==> src/hw/rtl/fpmu_pkg.sv <==
// package for the fixed-point math unit
// shared opcodes, controller/datapath command and status types, widths
// no dependencies
package fpmu_pkg;

   localparam int FRAC_BITS_DEFAULT = 16;
   localparam int WORD_BITS_DEFAULT = 32;
   localparam int FIELD_W           = 32;
   localparam int CMD_W             = 4;
   localparam int REQ_DATA_W        = 104;
   localparam int RSP_DATA_W        = 40;
   localparam int DIV_W             = 64;
   localparam int DIV_CNT_W         = 6;
   localparam int SQRT_MAX_ITER     = 64;
   localparam int ITER_W            = 7;

   localparam logic [CMD_W-1:0] OP_MUL     = 4'd0;
   localparam logic [CMD_W-1:0] OP_FASTMUL = 4'd1;
   localparam logic [CMD_W-1:0] OP_DIV     = 4'd2;
   localparam logic [CMD_W-1:0] OP_RCP     = 4'd3;
   localparam logic [CMD_W-1:0] OP_MIN     = 4'd4;
   localparam logic [CMD_W-1:0] OP_MAX     = 4'd5;
   localparam logic [CMD_W-1:0] OP_MIN3    = 4'd6;
   localparam logic [CMD_W-1:0] OP_MAX3    = 4'd7;
   localparam logic [CMD_W-1:0] OP_CLAMP   = 4'd8;
   localparam logic [CMD_W-1:0] OP_FLOOR   = 4'd9;
   localparam logic [CMD_W-1:0] OP_SQRT    = 4'd10;

   typedef enum logic [3:0] {
      ST_IDLE, ST_DECODE, ST_MUL, ST_DIV_INIT, ST_DIV, ST_SQ_UPD,
      ST_SQ_LO, ST_SQ_HI, ST_SQ_CHECK, ST_FINISH
   } state_type;

   typedef enum logic [2:0] {
      DP_NOP, DP_LOAD, DP_MUL, DP_DIV_INIT, DP_DIV_STEP, DP_SQ_UPD, DP_SQ_LO, DP_SQ_HI
   } dp_op_type;

   typedef enum logic [1:0] {
      CLS_SIMPLE, CLS_MUL, CLS_DIV, CLS_SQRT
   } cls_type;

   typedef struct packed {
      dp_op_type op;
      logic      out_write;
   } dp_cmd_type;

   typedef struct packed {
      cls_type cls;
      logic    den_zero;
      logic    sqrt_trivial;
      logic    div_last;
      logic    sqrt_more;
      logic    out_free;
   } dp_status_type;

endpackage

==> src/hw/rtl/fixed_point_math_unit.sv <==
// top level of the fixed-point math unit
// joins fpmu_ctrl and fpmu_dp; uses fpmu_pkg
//
// channel  direction  contents
// req      in         command, operand_a, operand_b, operand_c
// rsp      out        result, divide_by_zero
//
// one transaction at a time; div and rcp produce one quotient bit per cycle,
// and sqrt runs up to 64 newton rounds in the shared divider
// the result register frees the controller; a stalled rsp holds the next result
// synchronous active-high reset clears controller state and rsp_tvalid
module fixed_point_math_unit import fpmu_pkg::*; #(
   parameter int FRAC_BITS = FRAC_BITS_DEFAULT,
   parameter int WORD_BITS = WORD_BITS_DEFAULT
) (
   input  logic                  clock,
   input  logic                  reset,
   input  logic                  req_tvalid,
   output logic                  req_tready,
   // command[3:0], operand_a[35:4], operand_b[67:36], operand_c[99:68], zero pad
   input  logic [REQ_DATA_W-1:0] req_tdata,
   output logic                  rsp_tvalid,
   input  logic                  rsp_tready,
   // result[31:0], divide_by_zero[32], zero pad
   output logic [RSP_DATA_W-1:0] rsp_tdata
);

   dp_cmd_type    cmd;
   dp_status_type status;

   fpmu_ctrl u_ctrl (
      .clock      (clock),
      .reset      (reset),
      .req_tvalid (req_tvalid),
      .req_tready (req_tready),
      .status     (status),
      .cmd        (cmd)
   );

   fpmu_dp #(
      .FRAC_BITS (FRAC_BITS),
      .WORD_BITS (WORD_BITS)
   ) u_dp (
      .clock      (clock),
      .reset      (reset),
      .in_command (req_tdata[CMD_W-1:0]),
      .in_a       (req_tdata[CMD_W+FIELD_W-1:CMD_W]),
      .in_b       (req_tdata[CMD_W+2*FIELD_W-1:CMD_W+FIELD_W]),
      .in_c       (req_tdata[CMD_W+3*FIELD_W-1:CMD_W+2*FIELD_W]),
      .cmd        (cmd),
      .status     (status),
      .rsp_tvalid (rsp_tvalid),
      .rsp_tready (rsp_tready),
      .rsp_tdata  (rsp_tdata)
   );

endmodule

==> src/hw/rtl/fpmu_ctrl.sv <==
// controller state machine of the fixed-point math unit
// sequences load, multiply, divide and square-root steps; uses fpmu_pkg
module fpmu_ctrl import fpmu_pkg::*; (
   input  logic          clock,
   input  logic          reset,
   input  logic          req_tvalid,
   output logic          req_tready,
   input  dp_status_type status,
   output dp_cmd_type    cmd
);

   state_type state_ff, state_in;

   always_ff @(posedge clock) begin
      if (reset) begin
         state_ff <= ST_IDLE;
      end else begin
         state_ff <= state_in;
      end
   end

   always_comb begin
      state_in = state_ff;
      unique case (state_ff)
         ST_IDLE: begin
            if (req_tvalid) state_in = ST_DECODE;
         end
         ST_DECODE: begin
            unique case (status.cls)
               CLS_SIMPLE: state_in = ST_FINISH;
               CLS_MUL:    state_in = ST_MUL;
               CLS_DIV:    state_in = status.den_zero ? ST_FINISH : ST_DIV_INIT;
               CLS_SQRT:   state_in = status.sqrt_trivial ? ST_FINISH : ST_DIV_INIT;
               default:    state_in = ST_FINISH;
            endcase
         end
         ST_MUL:      state_in = ST_FINISH;
         ST_DIV_INIT: state_in = ST_DIV;
         ST_DIV: begin
            if (status.div_last) state_in = (status.cls == CLS_SQRT) ? ST_SQ_UPD : ST_FINISH;
         end
         ST_SQ_UPD:   state_in = ST_SQ_LO;
         ST_SQ_LO:    state_in = ST_SQ_HI;
         ST_SQ_HI:    state_in = ST_SQ_CHECK;
         ST_SQ_CHECK: state_in = status.sqrt_more ? ST_DIV_INIT : ST_FINISH;
         ST_FINISH: begin
            if (status.out_free) state_in = ST_IDLE;
         end
         default:     state_in = ST_IDLE;
      endcase
   end

   always_comb begin
      cmd.op        = DP_NOP;
      cmd.out_write = 1'b0;
      req_tready    = 1'b0;
      unique case (state_ff)
         ST_IDLE: begin
            req_tready = 1'b1;
            if (req_tvalid) cmd.op = DP_LOAD;
         end
         ST_MUL:      cmd.op = DP_MUL;
         ST_DIV_INIT: cmd.op = DP_DIV_INIT;
         ST_DIV:      cmd.op = DP_DIV_STEP;
         ST_SQ_UPD:   cmd.op = DP_SQ_UPD;
         ST_SQ_LO:    cmd.op = DP_SQ_LO;
         ST_SQ_HI:    cmd.op = DP_SQ_HI;
         ST_FINISH:   cmd.out_write = status.out_free;
         default:     cmd.op = DP_NOP;
      endcase
   end

endmodule

==> src/hw/rtl/fpmu_dp.sv <==
// datapath of the fixed-point math unit
// operand registers, shared multiplier, radix-2 divider, newton update, output register
// uses fpmu_pkg
module fpmu_dp import fpmu_pkg::*; #(
   parameter int FRAC_BITS = FRAC_BITS_DEFAULT,
   parameter int WORD_BITS = WORD_BITS_DEFAULT
) (
   input  logic                  clock,
   input  logic                  reset,
   input  logic [CMD_W-1:0]      in_command,
   input  logic [FIELD_W-1:0]    in_a,
   input  logic [FIELD_W-1:0]    in_b,
   input  logic [FIELD_W-1:0]    in_c,
   input  dp_cmd_type            cmd,
   output dp_status_type         status,
   output logic                  rsp_tvalid,
   input  logic                  rsp_tready,
   output logic [RSP_DATA_W-1:0] rsp_tdata
);

   localparam int XS   = FIELD_W - WORD_BITS;
   localparam int HALF = FRAC_BITS / 2;

   function automatic logic signed [FIELD_W-1:0] wrap_w(input logic [FIELD_W-1:0] v);
      logic signed [FIELD_W-1:0] t;
      t = $signed(v << XS);
      return t >>> XS;
   endfunction

   logic [CMD_W-1:0]          op_ff;
   logic signed [FIELD_W-1:0] a_ff, b_ff, c_ff;
   logic [DIV_W-1:0]          prod_ff, prod_in;
   logic [DIV_W-1:0]          sq_ff;
   logic [DIV_W-1:0]          quo_ff, quo_in;
   logic [DIV_W:0]            rem_ff, rem_in;
   logic [DIV_W-1:0]          dvs_ff, dvs_in;
   logic [DIV_CNT_W-1:0]      cnt_ff;
   logic                      neg_ff, neg_in;
   logic [DIV_W-1:0]          x_ff, x_in;
   logic [ITER_W-1:0]         iter_ff;
   logic                      rsp_valid_ff;
   logic [FIELD_W-1:0]        res_ff;
   logic                      dz_ff;

   logic signed [FIELD_W:0]   mul_x, mul_y;
   logic signed [2*FIELD_W+1:0] mul_p;
   logic [DIV_W-1:0]          v64, num64, den64, n_sh, x_half;
   logic [DIV_W:0]            rem_sh;
   logic [DIV_W-1:0]          q_fix, qs_sh, x_upd, sq_full;
   logic signed [FIELD_W-1:0] mn2, mx2, res_comb;
   logic signed [FIELD_W-1:0] a_new;
   logic                      den_zero;

   // sign-extended first operand and its half as newton start
   assign v64    = {{(DIV_W-FIELD_W){a_ff[FIELD_W-1]}}, a_ff};
   assign x_half = {1'b0, v64[DIV_W-1:1]};
   assign a_new  = wrap_w(in_a);

   // shared multiplier
   always_comb begin
      unique case (cmd.op)
         DP_SQ_LO: begin
            mul_x = $signed({1'b0, x_ff[FIELD_W-1:0]});
            mul_y = $signed({1'b0, x_ff[FIELD_W-1:0]});
         end
         DP_SQ_HI: begin
            mul_x = $signed({1'b0, x_ff[DIV_W-1:FIELD_W]});
            mul_y = $signed({1'b0, x_ff[FIELD_W-1:0]});
         end
         default: begin
            if (op_ff == OP_FASTMUL) begin
               mul_x = $signed({a_ff[FIELD_W-1], a_ff}) >>> HALF;
               mul_y = $signed({b_ff[FIELD_W-1], b_ff}) >>> HALF;
            end else begin
               mul_x = $signed({a_ff[FIELD_W-1], a_ff});
               mul_y = $signed({b_ff[FIELD_W-1], b_ff});
            end
         end
      endcase
      mul_p = mul_x * mul_y;
   end

   // divider operand selection
   always_comb begin
      num64 = v64;
      den64 = {{(DIV_W-FIELD_W){b_ff[FIELD_W-1]}}, b_ff};
      if (op_ff == OP_RCP) begin
         num64 = DIV_W'(1) << FRAC_BITS;
         den64 = v64;
      end else if (op_ff == OP_SQRT) begin
         den64 = x_ff;
      end
   end
   assign n_sh     = num64 << (2 * FRAC_BITS);
   assign den_zero = (op_ff == OP_RCP) ? (a_ff == '0) : (b_ff == '0);
   assign rem_sh   = {rem_ff[DIV_W-1:0], quo_ff[DIV_W-1]};

   always_comb begin
      quo_in  = quo_ff;
      rem_in  = rem_ff;
      dvs_in  = dvs_ff;
      neg_in  = neg_ff;
      prod_in = prod_ff;
      x_in    = x_ff;
      unique case (cmd.op) inside
         DP_LOAD: x_in = {1'b0, {(DIV_W-FIELD_W){a_new[FIELD_W-1]}}, a_new[FIELD_W-1:1]};
         DP_MUL, DP_SQ_LO, DP_SQ_HI: prod_in = mul_p[DIV_W-1:0];
         DP_DIV_INIT: begin
            rem_in = '0;
            if (op_ff == OP_SQRT) begin
               neg_in = 1'b0;
               quo_in = n_sh;
               dvs_in = den64;
            end else begin
               neg_in = n_sh[DIV_W-1] ^ den64[DIV_W-1];
               quo_in = n_sh[DIV_W-1] ? (DIV_W'(0) - n_sh) : n_sh;
               dvs_in = den64[DIV_W-1] ? (DIV_W'(0) - den64) : den64;
            end
         end
         DP_DIV_STEP: begin
            if (rem_sh >= {1'b0, dvs_ff}) begin
               rem_in = rem_sh - {1'b0, dvs_ff};
               quo_in = {quo_ff[DIV_W-2:0], 1'b1};
            end else begin
               rem_in = rem_sh;
               quo_in = {quo_ff[DIV_W-2:0], 1'b0};
            end
         end
         DP_SQ_UPD: x_in = x_upd;
         default: x_in = x_ff;
      endcase
   end

   // newton update: a = q >> F; x = ((x + a) << 2F) / (2 << F) >> F
   always_comb begin
      logic [DIV_W-1:0] s;
      s     = (x_ff + (quo_ff >> FRAC_BITS)) << (2 * FRAC_BITS);
      x_upd = s >> (2 * FRAC_BITS + 1);
   end
   assign sq_full = sq_ff + (prod_ff << (FIELD_W + 1));

   assign q_fix = neg_ff ? (DIV_W'(0) - quo_ff) : quo_ff;
   assign qs_sh = DIV_W'($signed(q_fix) >>> FRAC_BITS);

   assign mn2 = (a_ff < b_ff) ? a_ff : b_ff;
   assign mx2 = (a_ff > b_ff) ? a_ff : b_ff;

   always_comb begin
      logic [DIV_W-1:0] pm;
      pm = DIV_W'($signed(prod_ff) >>> FRAC_BITS);
      case (op_ff) inside
         OP_MUL:          res_comb = wrap_w(pm[FIELD_W-1:0]);
         OP_FASTMUL:      res_comb = wrap_w(prod_ff[FIELD_W-1:0]);
         OP_DIV, OP_RCP:  res_comb = den_zero ? '0 : wrap_w(qs_sh[FIELD_W-1:0]);
         OP_MIN:          res_comb = mn2;
         OP_MAX:          res_comb = mx2;
         OP_MIN3:         res_comb = (mn2 < c_ff) ? mn2 : c_ff;
         OP_MAX3:         res_comb = (mx2 > c_ff) ? mx2 : c_ff;
         OP_CLAMP:        res_comb = (mx2 < c_ff) ? mx2 : c_ff;
         OP_FLOOR:        res_comb = wrap_w(a_ff & ~((FIELD_W'(1) << FRAC_BITS) - FIELD_W'(1)));
         OP_SQRT:         res_comb = status.sqrt_trivial ? '0 : wrap_w(x_ff[FIELD_W-1:0]);
         default:         res_comb = '0;
      endcase
   end

   always_ff @(posedge clock) begin
      quo_ff  <= quo_in;
      rem_ff  <= rem_in;
      dvs_ff  <= dvs_in;
      neg_ff  <= neg_in;
      prod_ff <= prod_in;
      x_ff    <= x_in;
      if (cmd.op == DP_LOAD) begin
         op_ff   <= in_command;
         a_ff    <= a_new;
         b_ff    <= wrap_w(in_b);
         c_ff    <= wrap_w(in_c);
         iter_ff <= '0;
      end
      if (cmd.op == DP_SQ_UPD) iter_ff <= iter_ff + ITER_W'(1);
      if (cmd.op == DP_SQ_LO) sq_ff <= mul_p[DIV_W-1:0];
      if (cmd.op == DP_DIV_INIT) cnt_ff <= '0;
      else if (cmd.op == DP_DIV_STEP) cnt_ff <= cnt_ff + DIV_CNT_W'(1);
      if (cmd.out_write) begin
         res_ff <= res_comb;
         dz_ff  <= (op_ff == OP_DIV) && den_zero;
      end
   end

   always_ff @(posedge clock) begin
      if (reset) begin
         rsp_valid_ff <= 1'b0;
      end else if (cmd.out_write) begin
         rsp_valid_ff <= 1'b1;
      end else if (rsp_tready) begin
         rsp_valid_ff <= 1'b0;
      end
   end

   always_comb begin
      status.cls = CLS_SIMPLE;
      unique case (op_ff) inside
         OP_MUL, OP_FASTMUL: status.cls = CLS_MUL;
         OP_DIV, OP_RCP:     status.cls = CLS_DIV;
         OP_SQRT:            status.cls = CLS_SQRT;
         default:            status.cls = CLS_SIMPLE;
      endcase
   end
   assign status.den_zero     = den_zero;
   assign status.sqrt_trivial = a_ff[FIELD_W-1] || (x_half == '0);
   assign status.div_last     = (cnt_ff == {DIV_CNT_W{1'b1}});
   assign status.sqrt_more    = (sq_full > (v64 << FRAC_BITS)) &&
                                (iter_ff != ITER_W'(SQRT_MAX_ITER));
   assign status.out_free     = !rsp_valid_ff || rsp_tready;

   assign rsp_tvalid = rsp_valid_ff;
   assign rsp_tdata  = {{(RSP_DATA_W-FIELD_W-1){1'b0}}, dz_ff, res_ff};

endmodule

==> config.mk <==
export PLATFORM = sky130hd
export DESIGN_NAME = fixed_point_math_unit
export DESIGN_NICKNAME = d
export VERILOG_FILES = /design/src/hw/rtl/fpmu_pkg.sv /design/src/hw/rtl/fixed_point_math_unit.sv /design/src/hw/rtl/fpmu_ctrl.sv /design/src/hw/rtl/fpmu_dp.sv
export SDC_FILE = /design/constraint.sdc
export NUM_CORES = 2
export LEC_CHECK = 0
export ABC_AREA = 1
export BUFFER_PORTS_ARGS = -buffer_cell sky130_fd_sc_hd__buf_2
export CORE_ASPECT_RATIO = 0.75
export CORE_MARGIN = 2
export CORE_UTILIZATION = 55
export DETAILED_ROUTE_END_ITERATION = 8
export GPL_TIMING_DRIVEN = 0
export PLACE_DENSITY = 0.71
export REMOVE_ABC_BUFFERS = 1
export SLEW_MARGIN = 10
export SYNTH_ARGS = -nofsm -noshare
export SYNTH_HDL_FRONTEND = slang
export SYNTH_SLANG_ARGS = --single-unit
==> constraint.sdc <==
create_clock -name clock -period 20.1 [get_ports clock]
set_clock_uncertainty 0.15 [all_clocks]
set_input_delay 4.02 -clock clock [delete_from_list [all_inputs] [get_ports clock]]
set_output_delay 4.02 -clock clock [all_outputs]
set_load 0.005 [all_outputs]
After elaboration in Yosys (flattened, before gate mapping)
Cells that the tools add are included.
- bits in registers: 520
- bits in latches: 0
- bits in writable memories: 0
- ROM bits: 0
- bits of input ports: 108
- output and inout port bits: 42
- memories: 0
- add/subtract/negate cells: 8
- multiply operators: 1
- divide/modulo/power cells: 0
- magnitude comparators: 7
- equal/unequal tests: 34
- shift operators: 0
- multiplexer cells: 53
- bitwise logic cells: 1
- reductions and logical operators: 19
- operators by type and width (operator ; number):
    2-to-1 mux 32 bit ; 18
    2-to-1 mux 64 bit ; 7
    case mux 64 bit (2 select lines) ; 3
    subtractor 1 x 64 -> 64 bit (first input constant) ; 2
    less-than comparator 32 bit ; 3
    case mux 33 bit (2 select lines) ; 1
    >= comparator 65 x 64 -> 1 bit ; 1
    adder 64 bit ; 1
    greater-than comparator 32 bit ; 2
    greater-than comparator 64 bit ; 1
    zero test 32 bit ; 2
    zero test 64 bit ; 1
    multiplier 33 x 33 -> 64 bit ; 1
    subtractor 64 bit ; 1
    2-to-1 mux 31 bit ; 2
    2-to-1 mux 48 bit ; 1
    subtractor 1 x 48 -> 48 bit (first input constant) ; 1
    case mux 4 bit (10 select lines) ; 1
    2-to-1 mux 33 bit ; 1
    adder 32 bit ; 1
    == test 4 x 3 -> 1 bit (second input constant) ; 8
    2-to-1 mux 4 bit ; 7
    case mux 3 bit (7 select lines) ; 1
    == test 4 bit (second input constant) ; 5
    other kinds (27) ; 51

Logic depth before layout (Yosys ltp)
- depth in word-level cells: 13
- mapped depth: 49
- depth with buffers taken out: 47

By module
A second synthesis with hierarchy kept.
- cell total of the unflattened synthesis: 8499
- area total of the unflattened synthesis: 71935.2 µm²
- modules (own cells, without submodules) (module ; instances ; cells an instance ; area an instance (µm²) ; sequential area each (µm²)):
    fpmu_dp ; 1 ; 8438 ; 71594.9 ; 14463.9
    fpmu_ctrl ; 1 ; 61 ; 340.3 ; 80.1

Worst setup path before layout
OpenSTA, ideal clock, no wires.
- path type: input-to-reg
- start: input port req_tvalid
- end: register u_dp.sq_ff[60], data pin
- library setup time: 0.265 ns
- data arrival time: 11.967 ns
- data required time: 19.685 ns
- slack: 7.718 ns
- stages on the path: 36
- cell sequence: inv_1 > o21ai_0 > a21oi_1 > nand2_1 > o21ai_0 > clkbuf_1 > o21ai_0 > nand2_1 > clkbuf_1 > clkbuf_1 > nor2_1 > fa_1 > fa_1 > inv_1 > fa_1 > inv_1 > fa_1 > fa_1 > fa_1 > fa_1 > inv_1 > fa_1 > inv_1 > ha_1 > nand2_1 > o21ai_0 > a21oi_1 > o221a_2 > nand3_1 > nand2_1 > o211ai_1 > a21oi_1 > o31ai_1 > a21boi_0 > o21ai_0 > xor2_1
- word-level cells in the longest chain between the ends: 6
- elaborated cells between the ends (all ways): 8
- classes of those cells: mul: 1; eq/ne: 2; mux: 4; reduce/logical: 1
- ends and longest elaborated chain (what ; line ; source):
    start, declared ; fixed_point_math_unit.sv:18 ; input logic req_tvalid,
    2-to-1 mux 1 bit (*) ; fpmu_ctrl.sv:60 ; if (req_tvalid) cmd.op = DP_LOAD;
    case mux 3 bit (7 select lines) (*) ; fpmu_ctrl.sv:57 ; unique case (state_ff)
    == test 3 bit ; fpmu_dp.sv:61 ; unique case (cmd.op)
    OR reduction 2 bit (no line) ; - ;
    2-to-1 mux 33 bit ; fpmu_dp.sv:61 ;
    multiplier 33 x 33 -> 64 bit (*) ; fpmu_dp.sv:80 ; mul_p = mul_x * mul_y;
    net u_dp.mul_p[60] ; fpmu_dp.sv:46 ; logic signed [2*FIELD_W+1:0] mul_p;
    end signal, assigned ; fpmu_dp.sv:181 ; if (cmd.op == DP_SQ_LO) sq_ff <= mul_p[DIV_W-1:0];
    end, declared ; fpmu_dp.sv:33 ; logic [DIV_W-1:0] sq_ff;
The timed path passes the listed nets; every way through them passes the cells marked *.
A chain may end at the register's enable or synchronous reset.

Worst setup path after layout
- start: input port req_tvalid
- end: register u_dp.prod_ff[31], data pin
- word-level cells in the longest chain between the ends: 6
- elaborated cells between the ends (all ways): 8
- classes of those cells: mul: 1; eq/ne: 2; mux: 4; reduce/logical: 1
- ends and longest elaborated chain (what ; line ; source):
    2-to-1 mux 1 bit (*) ; fpmu_ctrl.sv:60 ;
    case mux 3 bit (7 select lines) (*) ; fpmu_ctrl.sv:57 ;
    == test 3 bit ; fpmu_dp.sv:61 ;
    OR reduction 2 bit (no line) ; - ;
    2-to-1 mux 33 bit ; fpmu_dp.sv:61 ;
    multiplier 33 x 33 -> 64 bit (*) ; fpmu_dp.sv:80 ;
    net u_dp.mul_p[31] ; fpmu_dp.sv:46 ;
    end signal, assigned ; fpmu_dp.sv:171 ; prod_ff <= prod_in;
    end, declared ; fpmu_dp.sv:32 ; logic [DIV_W-1:0] prod_ff, prod_in;
Marked as above.

==> impl_metrics.py <==
metrics = {
    "clocking": {
        "postCtsSetupBuffers": 0,
        "cts_sinks": 488,
        "cts_buffers": 53,
        "cts_max_path_buffers": 3,
        "cts_hold_buffers": 0,
        "cts_tree": "built",
        "ctsResizeCount": 0,
        "root_buffer": "clkbuf_16",
        "clkLatencyLatePin_ns": 0.68,
        "path_clk_slew_ns": 0.07,
        "h-tree-depth": 2,
    },
    "yosys": {
        "ys_seq_elements": 488,
        "synth_top_area_share_pct": 31.4,
        "synth_edf_count": 477,
        "yosysWarnings": 0,
        "seq_area_frac_synth_pct": 20.2,
        "synth-async-reset-ratio_pct": 0,
        "netlist_instances": 8577,
        "ys.flop_type": "edfxtp_1",
        "netlist_area_um2": 72000,
        "synth_cell_types": 66,
        "syn_area_per_cell_um2": 8.39,
        "synthTopCellsByArea": "fa_1 (31%), edfxtp_1 (20%), inv_1 (9.3%)",
        "yosysTopAreaCell": "fa_1",
    },
    "timing": {
        "worst_pin_slew_ns": 1.50,
        "fin_ws_ns": 3.28,
        "period_minus_slack_ns": 16.82,
        "fmax_ghz": 0.0594,
        "period_share_pct": 83.7,
        "hold_viol_final": 0,
        "setup_viol": 0,
        "slew_violations": 6,
        "slew_headroom_pct": -1.20,
        "rsz0062_at_grt": "no",
    },
    "placement": {
        "dpl_cell_area_um2": 75300,
        "dp_hpwl_mm": 218,
        "gp_congestion": 1.04,
        "dp.cells": 10200,
        "dpl_worst_slack_ns": 3.50,
        "io_buffers": 138,
    },
    "status": {
        "outcome": "complete, but fails checks",
        "violations": "max-capacitance violations, max-slew violations",
    },
    "worst_setup_path": {
        "crit_type": "in2reg",
        "path_max_fanout": 34,
        "slowest_delay_ns": 1.30,
        "startpoint_type": "input pin",
        "arrival_ns": 16.91,
        "worstPathRequired_ns": 20.19,
        "cpMostUsedCell": "inv_1",
        "cpMaxStageDelayCell": "clkinv_1",
        "end_kind": "flip-flop",
    },
    "layout": {
        "nets": 10200,
        "syn_to_final_growth_pct": 7.14,
        "final_util_pct": 59.6,
        "drive_above_1_share_pct": 5.24,
        "mostFrequentLayoutCells": "inv_1 (1784), nand2_1 (1299), fa_1 (1127)",
        "fillerInstances": 11500,
        "layout.cells.non_filler": 10300,
        "post-route-cell-area_um2": 77100,
        "final_common_cell": "inv_1",
    },
    "global_route": {
        "grt_use_total_pct": 40.9,
        "grt_pass1_wl_mm": 399,
        "grt_overflow": 0,
        "grt_pass1_vias": 61000,
        "grt_max_degree": 77,
        "antenna_found_initial": 28,
    },
    "die": {
        "core_um2": 129000,
        "die_w_um": 422,
        "initial_core_util_pct": 55.6,
        "rows": 114,
        "io_pins": 150,
        "die_y_um": 317,
        "die_area_um2": 134000,
    },
    "job": {
        "cap_violations": 3,
    },
    "route": {
        "vias": 62000,
        "ant_nets": 0,
        "drtPass1Iterations": 8,
        "drc": 0,
        "first_iter_violations": 7932,
        "vias_per_cell": 6.01,
        "wl_per_cell_um": 26.4,
        "routed_wl_mm": 272,
    },
    "hold_path": {
        "hp-class": "reg2reg",
    },
}
metrics by stage:
step / hold slack (ns) / TNS [ns]
CTS: 0.340 / 0
global placement: 0.321 / -3.21
floorplan: 0.306 / 0
finish: 0.344 / 0
global route: 0.358 / 0
detailed placement: 0.332 / 0
cell families after synthesis:
kind of cell | count (synthesis) | synth area share (%)
compound gates | 1319 | 10.0
other cells | 1 | 0.00521
simple gates | 2746 | 15.5
xor+xnor | 259 | 3.15
flops | 488 | 20.2
fa+ha+maj | 1613 | 39.8
buf+inv | 2151 | 11.3
final timing paths:
check                                         from                to  slack, ns  cells past startpoint
worst min-delay path                u_dp.cnt_ff[0]    u_dp.cnt_ff[0]       0.34                      2
worst max register to register  u_ctrl.state_ff[2]  u_dp.prod_ff[31]       5.27                     39
worst max-delay path                    req_tvalid  u_dp.prod_ff[31]       3.28                     39
worst min register to register      u_dp.cnt_ff[0]    u_dp.cnt_ff[0]       0.34                      2
cell usage after synthesis (8+ instances only):
master	n
buf_2	23
nor3_1	52
o21bai_1	8
buf_1	11
o211ai_1	40
nand2_1	1321
ha_1	485
nor4_1	23
xor2_1	135
a21oi_1	519
edfxtp_1	477
o21a_1	17
o31ai_1	8
nor2_1	995
dfxtp_1	11
a211oi_1	26
inv_1	1791
or2_2	20
nand3_1	211
o21ai_1	73
a21o_1	13
inv_2	18
xnor2_1	124
o221ai_1	11
a31oi_1	57
buf_4	11
fa_1	1128
nand4_1	86
o22ai_1	18
clkbuf_1	271
clkinv_1	24
o21ai_0	479
a221oi_1	11
area by class of cell:
cell class              count  area (µm²)  share of cell area (%)
multi-input cells        5944       49800                    64.5
repair buffers            204        1990                    2.58
clock inverters            30         284                   0.368
inverters                1834        6890                    8.94
well taps                1740        2180                    2.82
flip-flops and latches    488       14500                    18.9
diodes                      7        17.5                  0.0227
clock buffers              66        1450                    1.88
per-layer routing:
metal	track usage (%)	up-vias	routed length, µm
li1	-	26700	-
met1	56.1	30500	107000
met2	57.9	4090	111000
met3	16.7	673	42300
met4	15.2	24	11700
met5	0.313	-	279
state kept, by name, indices dropped and copies added, names as in the netlist, 32 cells and up:
| name | flops |
|---|---|
| u_dp.x_ff | 32 |
| u_dp.prod_ff | 48 |
| u_dp.dvs_ff | 64 |
| u_dp.sq_ff | 64 |
| u_dp.res_ff | 32 |
| u_dp.a_ff | 32 |
| u_dp.b_ff | 32 |
| u_dp.c_ff | 32 |
| u_dp.quo_ff | 64 |
| u_dp.rem_ff | 64 |
worst max-delay path, delay by kind of cell:
family | cells | cell delay [ns]
AOI/OAI and AO/OA | 11 | 3.37
xor gates and xnor gates | 1 | 1.15
adders and majority gates | 9 | 3.69
buffers and inverters | 11 | 2.24
and+or+nand+nor | 7 | 2.31
Power is not shown: default switching activity piles up to over one toggle a cycle in this logic, so the estimate is an artifact.
